$ cat src/design/tcd_pkg.sv
// Shared types, character codes and prefix tables for the text command decoder.
// No dependencies.
package tcd_pkg;

  localparam int CHAR_W  = 8;
  localparam int TICK_W  = 32;
  localparam int VALUE_W = 32;
  localparam int KIND_W  = 2;
  localparam int POS_W   = 3;
  localparam int COUNT_W = 4;
  localparam int PHASE_W = 4;
  localparam int DIGIT_W = 4;

  localparam int TEST_DIGIT_LIMIT   = 7;
  localparam int ROTATE_DIGIT_LIMIT = 10;

  localparam logic [POS_W-1:0] LED_PREFIX_LEN  = POS_W'(4);
  localparam logic [POS_W-1:0] TEST_PREFIX_LEN = POS_W'(5);
  localparam logic [POS_W-1:0] ROT_PREFIX_LEN  = POS_W'(7);

  localparam logic [KIND_W-1:0] KIND_LED    = 2'd0;
  localparam logic [KIND_W-1:0] KIND_TEST   = 2'd1;
  localparam logic [KIND_W-1:0] KIND_ROTATE = 2'd2;

  localparam logic [CHAR_W-1:0] CH_NUL   = 8'h00;
  localparam logic [CHAR_W-1:0] CH_SPACE = 8'h20;
  localparam logic [CHAR_W-1:0] CH_MINUS = 8'h2d;
  localparam logic [CHAR_W-1:0] CH_ZERO  = 8'h30;
  localparam logic [CHAR_W-1:0] CH_NINE  = 8'h39;
  localparam logic [CHAR_W-1:0] CH_F     = 8'h66;
  localparam logic [CHAR_W-1:0] CH_L     = 8'h6c;
  localparam logic [CHAR_W-1:0] CH_N     = 8'h6e;
  localparam logic [CHAR_W-1:0] CH_O     = 8'h6f;
  localparam logic [CHAR_W-1:0] CH_R     = 8'h72;
  localparam logic [CHAR_W-1:0] CH_T     = 8'h74;

  typedef struct packed {
    logic [CHAR_W-1:0] char_code;
    logic [TICK_W-1:0] tick_time;
  } item_t;

  typedef struct packed {
    logic               accepted;
    logic [KIND_W-1:0]  command_kind;
    logic [VALUE_W-1:0] value;
    logic [TICK_W-1:0]  stamp;
  } result_t;

  typedef struct packed {
    logic take;
    logic term;
  } stage_ctl_t;

  function automatic logic [CHAR_W-1:0] led_char(input logic [POS_W-1:0] pos);
    logic [CHAR_W-1:0] c;
    case (pos)
      3'd0:    c = 8'h6c;
      3'd1:    c = 8'h65;
      3'd2:    c = 8'h64;
      3'd3:    c = CH_SPACE;
      default: c = CH_NUL;
    endcase
    return c;
  endfunction

  function automatic logic [CHAR_W-1:0] test_char(input logic [POS_W-1:0] pos);
    logic [CHAR_W-1:0] c;
    case (pos)
      3'd0:    c = 8'h74;
      3'd1:    c = 8'h65;
      3'd2:    c = 8'h73;
      3'd3:    c = 8'h74;
      3'd4:    c = CH_SPACE;
      default: c = CH_NUL;
    endcase
    return c;
  endfunction

  function automatic logic [CHAR_W-1:0] rot_char(input logic [POS_W-1:0] pos);
    logic [CHAR_W-1:0] c;
    case (pos)
      3'd0:    c = 8'h72;
      3'd1:    c = 8'h6f;
      3'd2:    c = 8'h74;
      3'd3:    c = 8'h61;
      3'd4:    c = 8'h74;
      3'd5:    c = 8'h65;
      3'd6:    c = CH_SPACE;
      default: c = CH_NUL;
    endcase
    return c;
  endfunction

endpackage

$ cat src/design/tcd_input_stage.sv
// Input register of the text command decoder: holds one character transaction.
// Depends on tcd_pkg.
module tcd_input_stage (
  input  logic                clk,
  input  logic                rst,
  input  logic                char_valid,
  output logic                char_stall,
  input  logic [7:0]          char_code,
  input  logic [31:0]         tick_time,
  input  logic                slot_free,
  output tcd_pkg::item_t      item,
  output tcd_pkg::stage_ctl_t ctl
);

  logic full;
  logic term;
  logic take;

  assign term       = full && (item.char_code == tcd_pkg::CH_NUL);
  assign take       = full && (!term || slot_free);
  assign char_stall = full && !take;
  assign ctl.take   = take;
  assign ctl.term   = term;

  always_ff @(posedge clk) begin
    if (rst) begin
      full <= 1'b0;
    end else if (!full || take) begin
      full <= char_valid;
    end
  end

  always_ff @(posedge clk) begin
    if (char_valid && (!full || take)) begin
      item.char_code <= char_code;
      item.tick_time <= tick_time;
    end
  end

endmodule

$ cat src/design/tcd_parser.sv
// Parse state machine and number accumulator; forms the result on the terminator.
// Depends on tcd_pkg.
module tcd_parser #(
  parameter int TEST_DIGIT_LIMIT   = tcd_pkg::TEST_DIGIT_LIMIT,
  parameter int ROTATE_DIGIT_LIMIT = tcd_pkg::ROTATE_DIGIT_LIMIT
) (
  input  logic                clk,
  input  logic                rst,
  input  tcd_pkg::item_t      item,
  input  tcd_pkg::stage_ctl_t ctl,
  output tcd_pkg::result_t    result
);

  localparam logic [tcd_pkg::PHASE_W-1:0] PH_FIRST     = 4'd0;
  localparam logic [tcd_pkg::PHASE_W-1:0] PH_LED_PRE   = 4'd1;
  localparam logic [tcd_pkg::PHASE_W-1:0] PH_TEST_PRE  = 4'd2;
  localparam logic [tcd_pkg::PHASE_W-1:0] PH_ROT_PRE   = 4'd3;
  localparam logic [tcd_pkg::PHASE_W-1:0] PH_LED_DIGIT = 4'd4;
  localparam logic [tcd_pkg::PHASE_W-1:0] PH_LED_SPACE = 4'd5;
  localparam logic [tcd_pkg::PHASE_W-1:0] PH_LED_WORD  = 4'd6;
  localparam logic [tcd_pkg::PHASE_W-1:0] PH_LED_O     = 4'd7;
  localparam logic [tcd_pkg::PHASE_W-1:0] PH_LED_OF    = 4'd8;
  localparam logic [tcd_pkg::PHASE_W-1:0] PH_LED_END   = 4'd9;
  localparam logic [tcd_pkg::PHASE_W-1:0] PH_TEST_NUM  = 4'd10;
  localparam logic [tcd_pkg::PHASE_W-1:0] PH_ROT_SIGN  = 4'd11;
  localparam logic [tcd_pkg::PHASE_W-1:0] PH_ROT_NUM   = 4'd12;
  localparam logic [tcd_pkg::PHASE_W-1:0] PH_NUM_DONE  = 4'd13;
  localparam logic [tcd_pkg::PHASE_W-1:0] PH_REJECT    = 4'd14;

  localparam logic [tcd_pkg::COUNT_W-1:0] TEST_LIMIT =
    tcd_pkg::COUNT_W'(TEST_DIGIT_LIMIT);
  localparam logic [tcd_pkg::COUNT_W-1:0] ROT_LIMIT =
    tcd_pkg::COUNT_W'(ROTATE_DIGIT_LIMIT);

  logic [tcd_pkg::PHASE_W-1:0] phase, phase_next;
  logic [tcd_pkg::POS_W-1:0]   pos, pos_next;
  logic [31:0]                 sum, sum_next;
  logic                        minus, minus_next;
  logic [tcd_pkg::COUNT_W-1:0] count, count_next;
  logic [3:0]                  lamp, lamp_next;
  logic                        lamp_on, lamp_on_next;
  logic                        test_cmd, test_cmd_next;

  logic [7:0]                  c;
  logic                        num_char;
  logic [tcd_pkg::DIGIT_W-1:0] digit;
  logic [31:0]                 sum_step;
  logic [tcd_pkg::COUNT_W-1:0] count_inc;
  logic [tcd_pkg::COUNT_W-1:0] limit;
  logic                        num_phase;

  assign c         = item.char_code;
  assign num_char  = (c >= tcd_pkg::CH_ZERO) && (c <= tcd_pkg::CH_NINE);
  assign digit     = tcd_pkg::DIGIT_W'(c - tcd_pkg::CH_ZERO);
  assign sum_step  = {sum[28:0], 3'b000} + {sum[30:0], 1'b0} + 32'(digit);
  assign count_inc = count + 4'd1;
  assign limit     = test_cmd ? TEST_LIMIT : ROT_LIMIT;
  assign num_phase = (phase == PH_TEST_NUM) || (phase == PH_ROT_NUM) ||
                     (phase == PH_NUM_DONE);

  always_comb begin
    result.accepted     = 1'b0;
    result.command_kind = tcd_pkg::KIND_LED;
    result.value        = '0;
    result.stamp        = item.tick_time;
    if (phase == PH_LED_END) begin
      result.accepted = 1'b1;
      result.value    = 32'({lamp, lamp_on});
    end else if (num_phase && (sum != '0)) begin
      result.accepted = 1'b1;
      if (test_cmd) begin
        result.command_kind = tcd_pkg::KIND_TEST;
        result.value        = sum;
      end else begin
        result.command_kind = tcd_pkg::KIND_ROTATE;
        result.value        = minus ? (32'd0 - sum) : sum;
      end
    end
  end

  always_comb begin
    phase_next    = phase;
    pos_next      = pos;
    sum_next      = sum;
    minus_next    = minus;
    count_next    = count;
    lamp_next     = lamp;
    lamp_on_next  = lamp_on;
    test_cmd_next = test_cmd;
    if (ctl.term) begin
      phase_next    = PH_FIRST;
      pos_next      = '0;
      sum_next      = '0;
      minus_next    = 1'b0;
      count_next    = '0;
      lamp_next     = '0;
      lamp_on_next  = 1'b0;
      test_cmd_next = 1'b0;
    end else begin
      unique case (phase) inside
        PH_FIRST: begin
          pos_next = 3'd1;
          if (c == tcd_pkg::CH_L) begin
            phase_next = PH_LED_PRE;
          end else if (c == tcd_pkg::CH_T) begin
            phase_next = PH_TEST_PRE;
          end else if (c == tcd_pkg::CH_R) begin
            phase_next = PH_ROT_PRE;
          end else begin
            phase_next = PH_REJECT;
          end
        end
        PH_LED_PRE: begin
          if (c == tcd_pkg::led_char(pos)) begin
            pos_next = pos + 3'd1;
            if (pos_next == tcd_pkg::LED_PREFIX_LEN) phase_next = PH_LED_DIGIT;
          end else begin
            phase_next = PH_REJECT;
          end
        end
        PH_TEST_PRE: begin
          test_cmd_next = 1'b1;
          if (c == tcd_pkg::test_char(pos)) begin
            pos_next = pos + 3'd1;
            if (pos_next == tcd_pkg::TEST_PREFIX_LEN) phase_next = PH_TEST_NUM;
          end else begin
            phase_next = PH_REJECT;
          end
        end
        PH_ROT_PRE: begin
          if (c == tcd_pkg::rot_char(pos)) begin
            pos_next = pos + 3'd1;
            if (pos_next == tcd_pkg::ROT_PREFIX_LEN) phase_next = PH_ROT_SIGN;
          end else begin
            phase_next = PH_REJECT;
          end
        end
        PH_LED_DIGIT: begin
          if (num_char) begin
            lamp_next  = digit;
            phase_next = PH_LED_SPACE;
          end else begin
            phase_next = PH_REJECT;
          end
        end
        PH_LED_SPACE: begin
          phase_next = (c == tcd_pkg::CH_SPACE) ? PH_LED_WORD : PH_REJECT;
        end
        PH_LED_WORD: begin
          phase_next = (c == tcd_pkg::CH_O) ? PH_LED_O : PH_REJECT;
        end
        PH_LED_O: begin
          if (c == tcd_pkg::CH_N) begin
            lamp_on_next = 1'b1;
            phase_next   = PH_LED_END;
          end else if (c == tcd_pkg::CH_F) begin
            phase_next = PH_LED_OF;
          end else begin
            phase_next = PH_REJECT;
          end
        end
        PH_LED_OF: begin
          if (c == tcd_pkg::CH_F) begin
            lamp_on_next = 1'b0;
            phase_next   = PH_LED_END;
          end else begin
            phase_next = PH_REJECT;
          end
        end
        PH_LED_END: begin
          phase_next = PH_REJECT;
        end
        PH_TEST_NUM, PH_ROT_NUM: begin
          if (!num_char) begin
            phase_next = PH_NUM_DONE;
          end else begin
            sum_next   = sum_step;
            count_next = count_inc;
            if (count_inc >= limit) phase_next = PH_NUM_DONE;
          end
        end
        PH_ROT_SIGN: begin
          if (c == tcd_pkg::CH_MINUS) begin
            minus_next = 1'b1;
            phase_next = PH_ROT_NUM;
          end else if (num_char) begin
            sum_next   = sum_step;
            count_next = count_inc;
            phase_next = (count_inc >= limit) ? PH_NUM_DONE : PH_ROT_NUM;
          end else begin
            phase_next = PH_REJECT;
          end
        end
        PH_NUM_DONE: begin
          phase_next = PH_NUM_DONE;
        end
        default: begin
          phase_next = PH_REJECT;
        end
      endcase
    end
  end

  always_ff @(posedge clk) begin
    if (rst) begin
      phase    <= PH_FIRST;
      pos      <= '0;
      sum      <= '0;
      minus    <= 1'b0;
      count    <= '0;
      lamp     <= '0;
      lamp_on  <= 1'b0;
      test_cmd <= 1'b0;
    end else if (ctl.take) begin
      phase    <= phase_next;
      pos      <= pos_next;
      sum      <= sum_next;
      minus    <= minus_next;
      count    <= count_next;
      lamp     <= lamp_next;
      lamp_on  <= lamp_on_next;
      test_cmd <= test_cmd_next;
    end
  end

endmodule

$ cat src/design/tcd_result_stage.sv
// Result register of the text command decoder: holds one result transaction.
// Depends on tcd_pkg.
module tcd_result_stage (
  input  logic                clk,
  input  logic                rst,
  input  tcd_pkg::stage_ctl_t ctl,
  input  tcd_pkg::result_t    result,
  output logic                slot_free,
  output logic                result_valid,
  input  logic                result_stall,
  output logic                accepted,
  output logic [1:0]          command_kind,
  output logic signed [31:0]  value,
  output logic [31:0]         stamp
);

  logic load;

  assign slot_free = !result_valid || !result_stall;
  assign load      = ctl.take && ctl.term;

  always_ff @(posedge clk) begin
    if (rst) begin
      result_valid <= 1'b0;
    end else if (load) begin
      result_valid <= 1'b1;
    end else if (!result_stall) begin
      result_valid <= 1'b0;
    end
  end

  always_ff @(posedge clk) begin
    if (load) begin
      accepted     <= result.accepted;
      command_kind <= result.command_kind;
      value        <= signed'(result.value);
      stamp        <= result.stamp;
    end
  end

endmodule

$ cat src/design/text_command_decoder_unit.sv
// Top level of the text command decoder.
// Depends on tcd_pkg, tcd_input_stage, tcd_parser and tcd_result_stage.

// Takes one character per cycle, sustained, through a valid/stall input
// register; a zero character ends the command and, in the cycle after it is
// taken, its single result appears in the output register. Characters other
// than the terminator never wait on the output side; a terminator waits in
// the input register only while an earlier result is still held there.
module text_command_decoder_unit #(
  parameter int TEST_DIGIT_LIMIT   = tcd_pkg::TEST_DIGIT_LIMIT,
  parameter int ROTATE_DIGIT_LIMIT = tcd_pkg::ROTATE_DIGIT_LIMIT
) (
  input  logic               clk,
  input  logic               rst,
  input  logic               char_valid,
  output logic               char_stall,
  input  logic [7:0]         char_code,
  input  logic [31:0]        tick_time,
  output logic               result_valid,
  input  logic               result_stall,
  output logic               accepted,
  output logic [1:0]         command_kind,
  output logic signed [31:0] value,
  output logic [31:0]        stamp
);

  tcd_pkg::item_t      item;
  tcd_pkg::stage_ctl_t ctl;
  tcd_pkg::result_t    result;
  logic                slot_free;

  tcd_input_stage u_input (
    .clk        (clk),
    .rst        (rst),
    .char_valid (char_valid),
    .char_stall (char_stall),
    .char_code  (char_code),
    .tick_time  (tick_time),
    .slot_free  (slot_free),
    .item       (item),
    .ctl        (ctl)
  );

  tcd_parser #(
    .TEST_DIGIT_LIMIT   (TEST_DIGIT_LIMIT),
    .ROTATE_DIGIT_LIMIT (ROTATE_DIGIT_LIMIT)
  ) u_parser (
    .clk    (clk),
    .rst    (rst),
    .item   (item),
    .ctl    (ctl),
    .result (result)
  );

  tcd_result_stage u_result (
    .clk          (clk),
    .rst          (rst),
    .ctl          (ctl),
    .result       (result),
    .slot_free    (slot_free),
    .result_valid (result_valid),
    .result_stall (result_stall),
    .accepted     (accepted),
    .command_kind (command_kind),
    .value        (value),
    .stamp        (stamp)
  );

endmodule

$ cat config.mk
export PLATFORM = sky130hd
export DESIGN_NAME = text_command_decoder_unit
export DESIGN_NICKNAME = d
export VERILOG_FILES = /design/src/design/tcd_pkg.sv /design/src/design/tcd_input_stage.sv /design/src/design/tcd_parser.sv /design/src/design/tcd_result_stage.sv /design/src/design/text_command_decoder_unit.sv
export SDC_FILE = /design/constraint.sdc
export NUM_CORES = 1
export LEC_CHECK = 0
export BUFFER_PORTS_ARGS = -buffer_cell sky130_fd_sc_hd__buf_2
export CAP_MARGIN = 10
export CORE_MARGIN = 2
export CORE_UTILIZATION = 30
export DETAILED_ROUTE_END_ITERATION = 10
export SYNTH_ARGS = -nofsm -noshare
export SYNTH_HDL_FRONTEND = slang
export SYNTH_SLANG_ARGS = --single-unit
$ cat constraint.sdc
create_clock -name clk -period 17.25 [get_ports clk]
set_input_delay 2.5875 -clock clk [delete_from_list [all_inputs] [get_ports clk]]
set_output_delay 2.5875 -clock clk [all_outputs]
set_load 0.005 [all_outputs]
Word-level counts from Yosys, hierarchy flattened
Index checks and enable logic that the tools add are counted.
{"block": "totals", "input_bits": 44, "wordCells": 174, "reg_bits": 159, "out_inout_bits": 69}
{"block": "op_classes", "n_reduce_logical": 40, "muxes": 63, "n_bitwise": 1, "eq_ne": 44, "magnitude_cmp": 3, "n_addsub": 6}
{"op": "$mux W32", "n": 4}
{"op": "$mux W4", "n": 25}
{"op": "$pmux W32 S2", "n": 1}
{"op": "$pmux W7 S4", "n": 2}
{"op": "$eq A8 B7 Y1 const B", "n": 6}
{"op": "$mux W8", "n": 6}
{"op": "$pmux W4 S12", "n": 1}
{"op": "$pmux W7 S6", "n": 1}
{"op": "$mux W35", "n": 1}
{"op": "$mux W34", "n": 1}
{"op": "$add A32 B32 Y32", "n": 1}
{"op": "$add A32 B4 Y32", "n": 1}
{"op": "$reduce_bool A32 Y1", "n": 1}
{"op": "$sub A1 B32 Y32 const A", "n": 1}
{"op": "$eq A4 B4 Y1 const B", "n": 6}
{"op": "$eq A8 B8 Y1", "n": 3}
{"op": "$eq A3 B3 Y1 const B", "n": 6}
{"op": "$mux W3", "n": 6}
{"op": "$eq A4 B3 Y1 const B", "n": 4}
{"op": "$eq A8 B6 Y1 const B", "n": 2}
{"op": "$ne A4 B4 Y1 const B", "n": 4}
{"op": "$ne A3 B3 Y1 const B", "n": 5}
{"op": "$pmux W3 S4", "n": 1}
{"op": "$mux W1", "n": 11}
{"op": "30 further kinds", "n": 57}

Depth between registers and ports, before layout
{"block": "logic_depth", "word_depth": 9, "depth_mapped": 12}

By module
From an unflattened synthesis, not the netlist that was laid out.
{"block": "unflattened", "cells_unflattened": 940, "area_unflattened_um2": 9384.0}
{"module": "tcd_parser", "cells_per_inst": 814, "area_per_inst_um2": 5995.8, "instances": 1}
{"module": "tcd_result_stage", "cells_per_inst": 72, "area_per_inst_um2": 2054.5, "instances": 1}
{"module": "tcd_input_stage", "cells_per_inst": 54, "area_per_inst_um2": 1333.8, "instances": 1}

Least setup slack after synthesis
No wires, ideal clock.
{"block": "synth_path", "kind": "input to register", "startpoint": "in result_stall", "endpoint": "reg u_parser.phase[0] in the netlist's numbering", "setup_slack_ps": 10119, "t_required_ps": 17133, "path_stages": 4, "arrival_time_ps": 7014, "path_buffers": 0, "path_cell_list": "a21oi_1 -> nor2_1 -> and2_1 -> a22o_1"}
{"block": "synth_via", "elab_chain_len": 5}
{"element": "start: declaration", "line": "text_command_decoder_unit.sv:20", "source": "input logic result_stall,"}
{"element": "$logic_not A1 Y1", "line": "tcd_result_stage.sv:19", "source": "assign slot_free = !result_valid || !result_stall;"}
{"element": "$logic_or A1 B1 Y1", "line": "tcd_result_stage.sv:19"}
{"element": "$logic_or A1 B1 Y1", "line": "tcd_input_stage.sv:20", "source": "assign take = full && (!term || slot_free);"}
{"element": "$logic_and A1 B1 Y1", "line": "tcd_input_stage.sv:20"}
{"element": "$reduce_and A5 Y1 (no line)"}
{"element": "end signal: assignment", "line": "tcd_parser.sv:215", "source": "phase <= phase_next;"}
{"element": "end: declaration", "line": "tcd_parser.sv:35", "source": "logic [tcd_pkg::PHASE_W-1:0] phase, phase_next;"}
Every way passes these cells.
A chain may end at the register's enable or synchronous reset.

Worst setup path in the final report
{"block": "layout_path", "startpoint": "in result_stall", "endpoint": "out char_stall"}
{"block": "layout_via", "elab_chain_len": 6}
{"element": "$logic_not A1 Y1", "line": "tcd_result_stage.sv:19"}
{"element": "$logic_or A1 B1 Y1", "line": "tcd_result_stage.sv:19"}
{"element": "$logic_or A1 B1 Y1", "line": "tcd_input_stage.sv:20"}
{"element": "$logic_and A1 B1 Y1", "line": "tcd_input_stage.sv:20"}
{"element": "$logic_not A1 Y1", "line": "tcd_input_stage.sv:21", "source": "assign char_stall = full && !take;"}
{"element": "$logic_and A1 B1 Y1", "line": "tcd_input_stage.sv:21"}
{"element": "end: declaration", "line": "text_command_decoder_unit.sv:16", "source": "output logic char_stall,"}
Every way passes these cells.

==> impl_results.html <==
<table>
<tr><th>Metric</th><th>Value</th></tr>
<tr><th colspan="2">Detailed routing</th></tr>
<tr><td>Drt wl/cell</td><td>15.4 um</td></tr>
<tr><td>Final WL</td><td>21,100 um</td></tr>
<tr><td>1st-iter DRT viols</td><td>roughly 440</td></tr>
<tr><td>Vias per cell</td><td>5.02</td></tr>
<tr><td>Overall via count from detail_route</td><td>6,887</td></tr>
<tr><td>Residual antenna-violating net count after detailed routing</td><td>0</td></tr>
<tr><td>DRT Pass-1 Iters</td><td>6</td></tr>
<tr><td>DRC errors left</td><td>0</td></tr>
<tr><th colspan="2">Yosys</th></tr>
<tr><td>Yosys reg bits</td><td>159</td></tr>
<tr><td>Number of flops mapped to enable cells by yosys</td><td>107</td></tr>
<tr><td>Proportion of synthesized flip-flops having asynchronous set or reset</td><td>0%</td></tr>
<tr><td>Share of the yosys chip area belonging to registers</td><td>47.5%</td></tr>
<tr><td>Post-synthesis mux area share</td><td>1.65%</td></tr>
<tr><td>Dominant combinational cell family by area after synthesis</td><td>compound AO/OA/AOI/OAI gates</td></tr>
<tr><td>Post-synth net total</td><td>approximately 1,000</td></tr>
<tr><td>Xor/xnor cell area share of the yosys netlist</td><td>5.77%</td></tr>
<tr><td>Total standard cell area after synthesis</td><td>8950 um^2</td></tr>
<tr><td>Unique cell type count in the Yosys netlist</td><td>65</td></tr>
<tr><td>Main synth FF type</td><td>edfxtp_1</td></tr>
<tr><td>Simple-gate area share of the yosys netlist</td><td>about 16%</td></tr>
<tr><td>Synthesized area per cell</td><td>10.3 um^2</td></tr>
<tr><td>Share of synthesized cell area in full adder, half adder and majority cells</td><td>10.4%</td></tr>
<tr><td>Compound-Gate Fraction of Synth Area</td><td>16.3%</td></tr>
<tr><td>Mapped Cells</td><td>871</td></tr>
<tr><td>Warning count from the yosys run</td><td>0</td></tr>
<tr><th colspan="2">Floorplanning</th></tr>
<tr><td>Total Die Area</td><td>31,200 um^2</td></tr>
<tr><td>Number of top-level pins</td><td>113</td></tr>
<tr><td>Vertical extent of the die</td><td>around 180 um</td></tr>
<tr><td>Die outline width</td><td>~180 um</td></tr>
<tr><td>Core area</td><td>29,500 um^2</td></tr>
<tr><td>Starting utilization of the core area</td><td>30.4%</td></tr>
<tr><td>Cell row count</td><td>63</td></tr>
<tr><th colspan="2">Clock tree</th></tr>
<tr><td>Worst-case clock buffer depth</td><td>2</td></tr>
<tr><td>Clock latency reported for the late side of the worst-skew pair</td><td>0.43 ns</td></tr>
<tr><td>Number of CTS-inserted buffers</td><td>17</td></tr>
<tr><td>Root buffer cell</td><td>clkbuf_16</td></tr>
<tr><td># clock sinks</td><td>159</td></tr>
<tr><td>Clock Pin Slew Worst Setup and Hold Paths</td><td>0.06 ns</td></tr>
<tr><td>Number of instances resized during post-cts repair</td><td>0</td></tr>
<tr><td>Quantity of hold-fixing buffers added after cts</td><td>0</td></tr>
<tr><td>Post-CTS Setup Inserts</td><td>0</td></tr>
<tr><td>H-tree levels</td><td>4</td></tr>
<tr><td>Clock tree from TritonCTS</td><td>done</td></tr>
<tr><th colspan="2">Setup path</th></tr>
<tr><td>Crit path buffers/inverters</td><td>2</td></tr>
<tr><td>Worst Setup Path Type</td><td>in2out</td></tr>
<tr><td>Maximum single-stage delay on the critical path</td><td>0.24 ns</td></tr>
<tr><td>Biggest fanout along the worst timing path</td><td>3</td></tr>
<tr><td>Cell with the most instances on the worst path</td><td>buf_2</td></tr>
<tr><td>Kind of cell adding the most delay to the critical path</td><td>simple AND/OR/NAND/NOR gates</td></tr>
<tr><td>Startpoint type of the worst setup path</td><td>input pin</td></tr>
<tr><td>Cell Chain, Critical Path</td><td>buf_2 -&gt; nand2_1 -&gt; nor2_1 -&gt; buf_2</td></tr>
<tr><td>WP data arrival</td><td>3.21 ns</td></tr>
<tr><td>Cell type of the slowest stage on the worst timing path</td><td>nor2_1</td></tr>
<tr><td>Endpoint type of the worst setup path</td><td>output pin</td></tr>
<tr><td>Endpoint required time on the critical path</td><td>14.66 ns</td></tr>
<tr><th colspan="2">GRT</th></tr>
<tr><td>Pin count of the biggest net entering global routing</td><td>71</td></tr>
<tr><td>Antenna violations before repair</td><td>0</td></tr>
<tr><td>Sum of overflow across all layers after global routing</td><td>0</td></tr>
<tr><td>First-pass GRT wire length</td><td>34,400 um</td></tr>
<tr><td>Via count of the first global-routing pass</td><td>6,617</td></tr>
<tr><td>Tot GR Track Use</td><td>13.7%</td></tr>
<tr><th colspan="2">Flow run</th></tr>
<tr><td>Count of max-cap constraint violations</td><td>0</td></tr>
<tr><th colspan="2">Pwr</th></tr>
<tr><td>Cell Pwr Density</td><td>between 70 and 80 nW/um^2</td></tr>
<tr><td>Clock group share of total power</td><td>42.7%</td></tr>
<tr><td>Power Total</td><td>818 uW</td></tr>
<tr><td>Sequential group share of total power</td><td>52.2%</td></tr>
<tr><td>Worst-case vdd ir drop</td><td>0.0472 mV</td></tr>
<tr><td>Part of the power in combinational logic</td><td>5.1%</td></tr>
<tr><td>Int Pwr</td><td>633 uW</td></tr>
<tr><td>Leakage power of the design</td><td>0.00423 uW</td></tr>
<tr><td>Reported net switching power</td><td>185 uW</td></tr>
<tr><td>Switching fraction of total power</td><td>a little under a quarter</td></tr>
<tr><th colspan="2">Placement</th></tr>
<tr><td>Hpwl dp</td><td>15,300 um</td></tr>
<tr><td>Port-buffer cells</td><td>112</td></tr>
<tr><td>RePlAce Congestion</td><td>0.873</td></tr>
<tr><td>Placement-stage cell area</td><td>9890 um^2</td></tr>
<tr><th colspan="2">Worst hold path</th></tr>
<tr><td>HP Class</td><td>reg2reg</td></tr>
<tr><th colspan="2">Layout</th></tr>
<tr><td>Most common cell after layout, fill and taps aside</td><td>buf_2</td></tr>
<tr><td>Core Util, Final</td><td>a little over a third</td></tr>
<tr><td>Commonest cells after routing, fill and taps aside</td><td>buf_2, edfxtp_1, nor2_1</td></tr>
<tr><td>Number of nets in the final layout</td><td>1,086</td></tr>
<tr><td>Non-Filler Cell Area, Final</td><td>10,400 um^2</td></tr>
<tr><td>Ant. Diodes</td><td>0</td></tr>
<tr><td>Share of post-route cells with drive strength above 1</td><td>between 10% and 20%</td></tr>
<tr><td>Area growth, synth to finish</td><td>16.7%</td></tr>
<tr><th colspan="2">Outcome</th></tr>
<tr><td>Run status</td><td>completed</td></tr>
<tr><th colspan="2">Timing</th></tr>
<tr><td>Unrepaired setup endpoints after global routing</td><td>false</td></tr>
<tr><td>Number of max-slew violations in the final report</td><td>0</td></tr>
<tr><td>Smallest hold slack</td><td>0.415 ns</td></tr>
<tr><td>Final worst-path cycle share</td><td>around 34%</td></tr>
<tr><td>Achievable clock frequency</td><td>172 MHz</td></tr>
<tr><td>Worst slew margin relative to its limit</td><td>a little under a quarter</td></tr>
<tr><td>Final Hold Viols</td><td>0</td></tr>
<tr><td>Maximum clock skew at final layout</td><td>0.00702 ns</td></tr>
<tr><td>Setup TNS after final layout</td><td>0 ns</td></tr>
<tr><td>Least-Margin Pin Slew</td><td>around 1.1 ns</td></tr>
<tr><td>Final setup vio count</td><td>0</td></tr>
<tr><td>Time the final worst path needs with I/O delays and setup</td><td>about 5.8 ns</td></tr>
</table>
==> power groups by stage <==
stage | combinational (uW) | clock (uW) | sequential, uW
finish | 41.7 | 349 | 426
global route | 46.4 | 374 | 428
CTS | 41.6 | 358 | 426
detailed placement | 41.2 | 0 | 434
global placement | 41.0 | 0 | 434
floorplan | 33.6 | 0 | 427
==> worst reg2reg max path: stages, from the launching register on <==
cell	delay [ns]
dfxtp_1	0.41
or4_1	0.62
nor3_1	0.25
nand3_1	0.17
or4_4	0.49
nor3_1	0.21
a21o_1	0.81
o21ai_0	0.33
==> synthesized netlist by cell type, types with 4 or more instances <==
| master | count | area [um^2] |
|---|---|---|
| a211oi_1 | 6 | 45.0 |
| a21o_1 | 20 | 150 |
| a21oi_1 | 56 | 280 |
| a22o_1 | 6 | 52.6 |
| a22oi_1 | 8 | 60.1 |
| a31o_2 | 4 | 35.0 |
| a31oi_1 | 7 | 43.8 |
| and2_1 | 7 | 43.8 |
| and3_1 | 5 | 31.3 |
| buf_2 | 5 | 25.0 |
| clkbuf_1 | 29 | 109 |
| dfxtp_1 | 52 | 1040 |
| edfxtp_1 | 107 | 3210 |
| ha_1 | 71 | 888 |
| inv_1 | 23 | 86.3 |
| mux2i_1 | 11 | 110 |
| nand2_1 | 63 | 236 |
| nand2b_1 | 13 | 81.3 |
| nand3_1 | 25 | 125 |
| nand4_1 | 9 | 56.3 |
| nor2_1 | 95 | 357 |
| nor2b_1 | 10 | 62.6 |
| nor3_1 | 20 | 100 |
| nor3b_1 | 6 | 45.0 |
| nor4_1 | 5 | 31.3 |
| o2111ai_1 | 4 | 35.0 |
| o211ai_1 | 7 | 52.6 |
| o21a_1 | 6 | 45.0 |
| o21ai_0 | 52 | 260 |
| o21bai_1 | 4 | 30.0 |
| o22ai_1 | 4 | 25.0 |
| o31ai_1 | 11 | 82.6 |
| or2_2 | 4 | 25.0 |
| or3_1 | 6 | 37.5 |
| or4_1 | 5 | 37.5 |
| xnor2_1 | 27 | 236 |
| xor2_1 | 32 | 280 |
==> final timing paths <==
| path | startpoint | end | slack [ns] | depth (start not counted) |
|---|---|---|---|---|
| setup / recovery | result_stall | char_stall | 11.45 | 4 |
| hold / removal | u_input.item[11] | u_result.stamp[11] | 0.42 | 0 |
| setup reg to reg | u_parser.sum[2] | u_result.value[3] | 13.64 | 7 |
| hold reg to reg | u_input.item[11] | u_result.stamp[11] | 0.42 | 0 |
==> state kept, by name (all words and copies together) (netlist names) <==
register / cells
u_result.value: 32
u_parser.lamp_on: 1
u_parser.pos: 3
u_input.full: 1
u_result.accepted: 1
u_parser.lamp: 4
u_result.result_valid: 1
u_parser.minus: 1
u_input.item: 40
u_parser.sum: 32
u_result.command_kind: 2
u_result.stamp: 32
u_parser.count: 4
u_parser.phase: 4
u_parser.test_cmd: 1
==> kinds of logic after synthesis <==
group,Yosys count
xor gates and xnor gates,59
DFF,159
adders and majority gates,73
muxes,14
AOI/OAI and AO/OA,221
and+or+nand+nor,286
buffers and inverters,59
==> routing by layer <==
metal | track usage, % | up-vias | part of all wire [%]
met5 | 0 | - | 0
met4 | 5.10 | 0 | 1.8
met3 | 2.19 | 20 | 4.7
met2 | 21.6 | 184 | 45
met1 | 18.9 | 3260 | 49
li1 | - | 3423 | -
==> per-stage QoR <==
step                      setup slack (ns)  instances
after CTS                            11.45       1372
after global routing                 11.38       1372
final                                11.45       1372
after global placement               11.45       1340
after floorplan                      10.12        871
after detailed placement             11.45       1340
==> layout make-up <==
class | instances | area, um^2
Clock buffer | 24 | 492
Clock inverter | 8 | 57.6
Fill cell | 2987 | 19000
Inverter | 23 | 86.3
Multi-Input combinational cell | 653 | 4480
Sequential cell | 159 | 4250
Tap cell | 390 | 488
Timing Repair Buffer | 115 | 583
(Power assumes the default switching activity.)
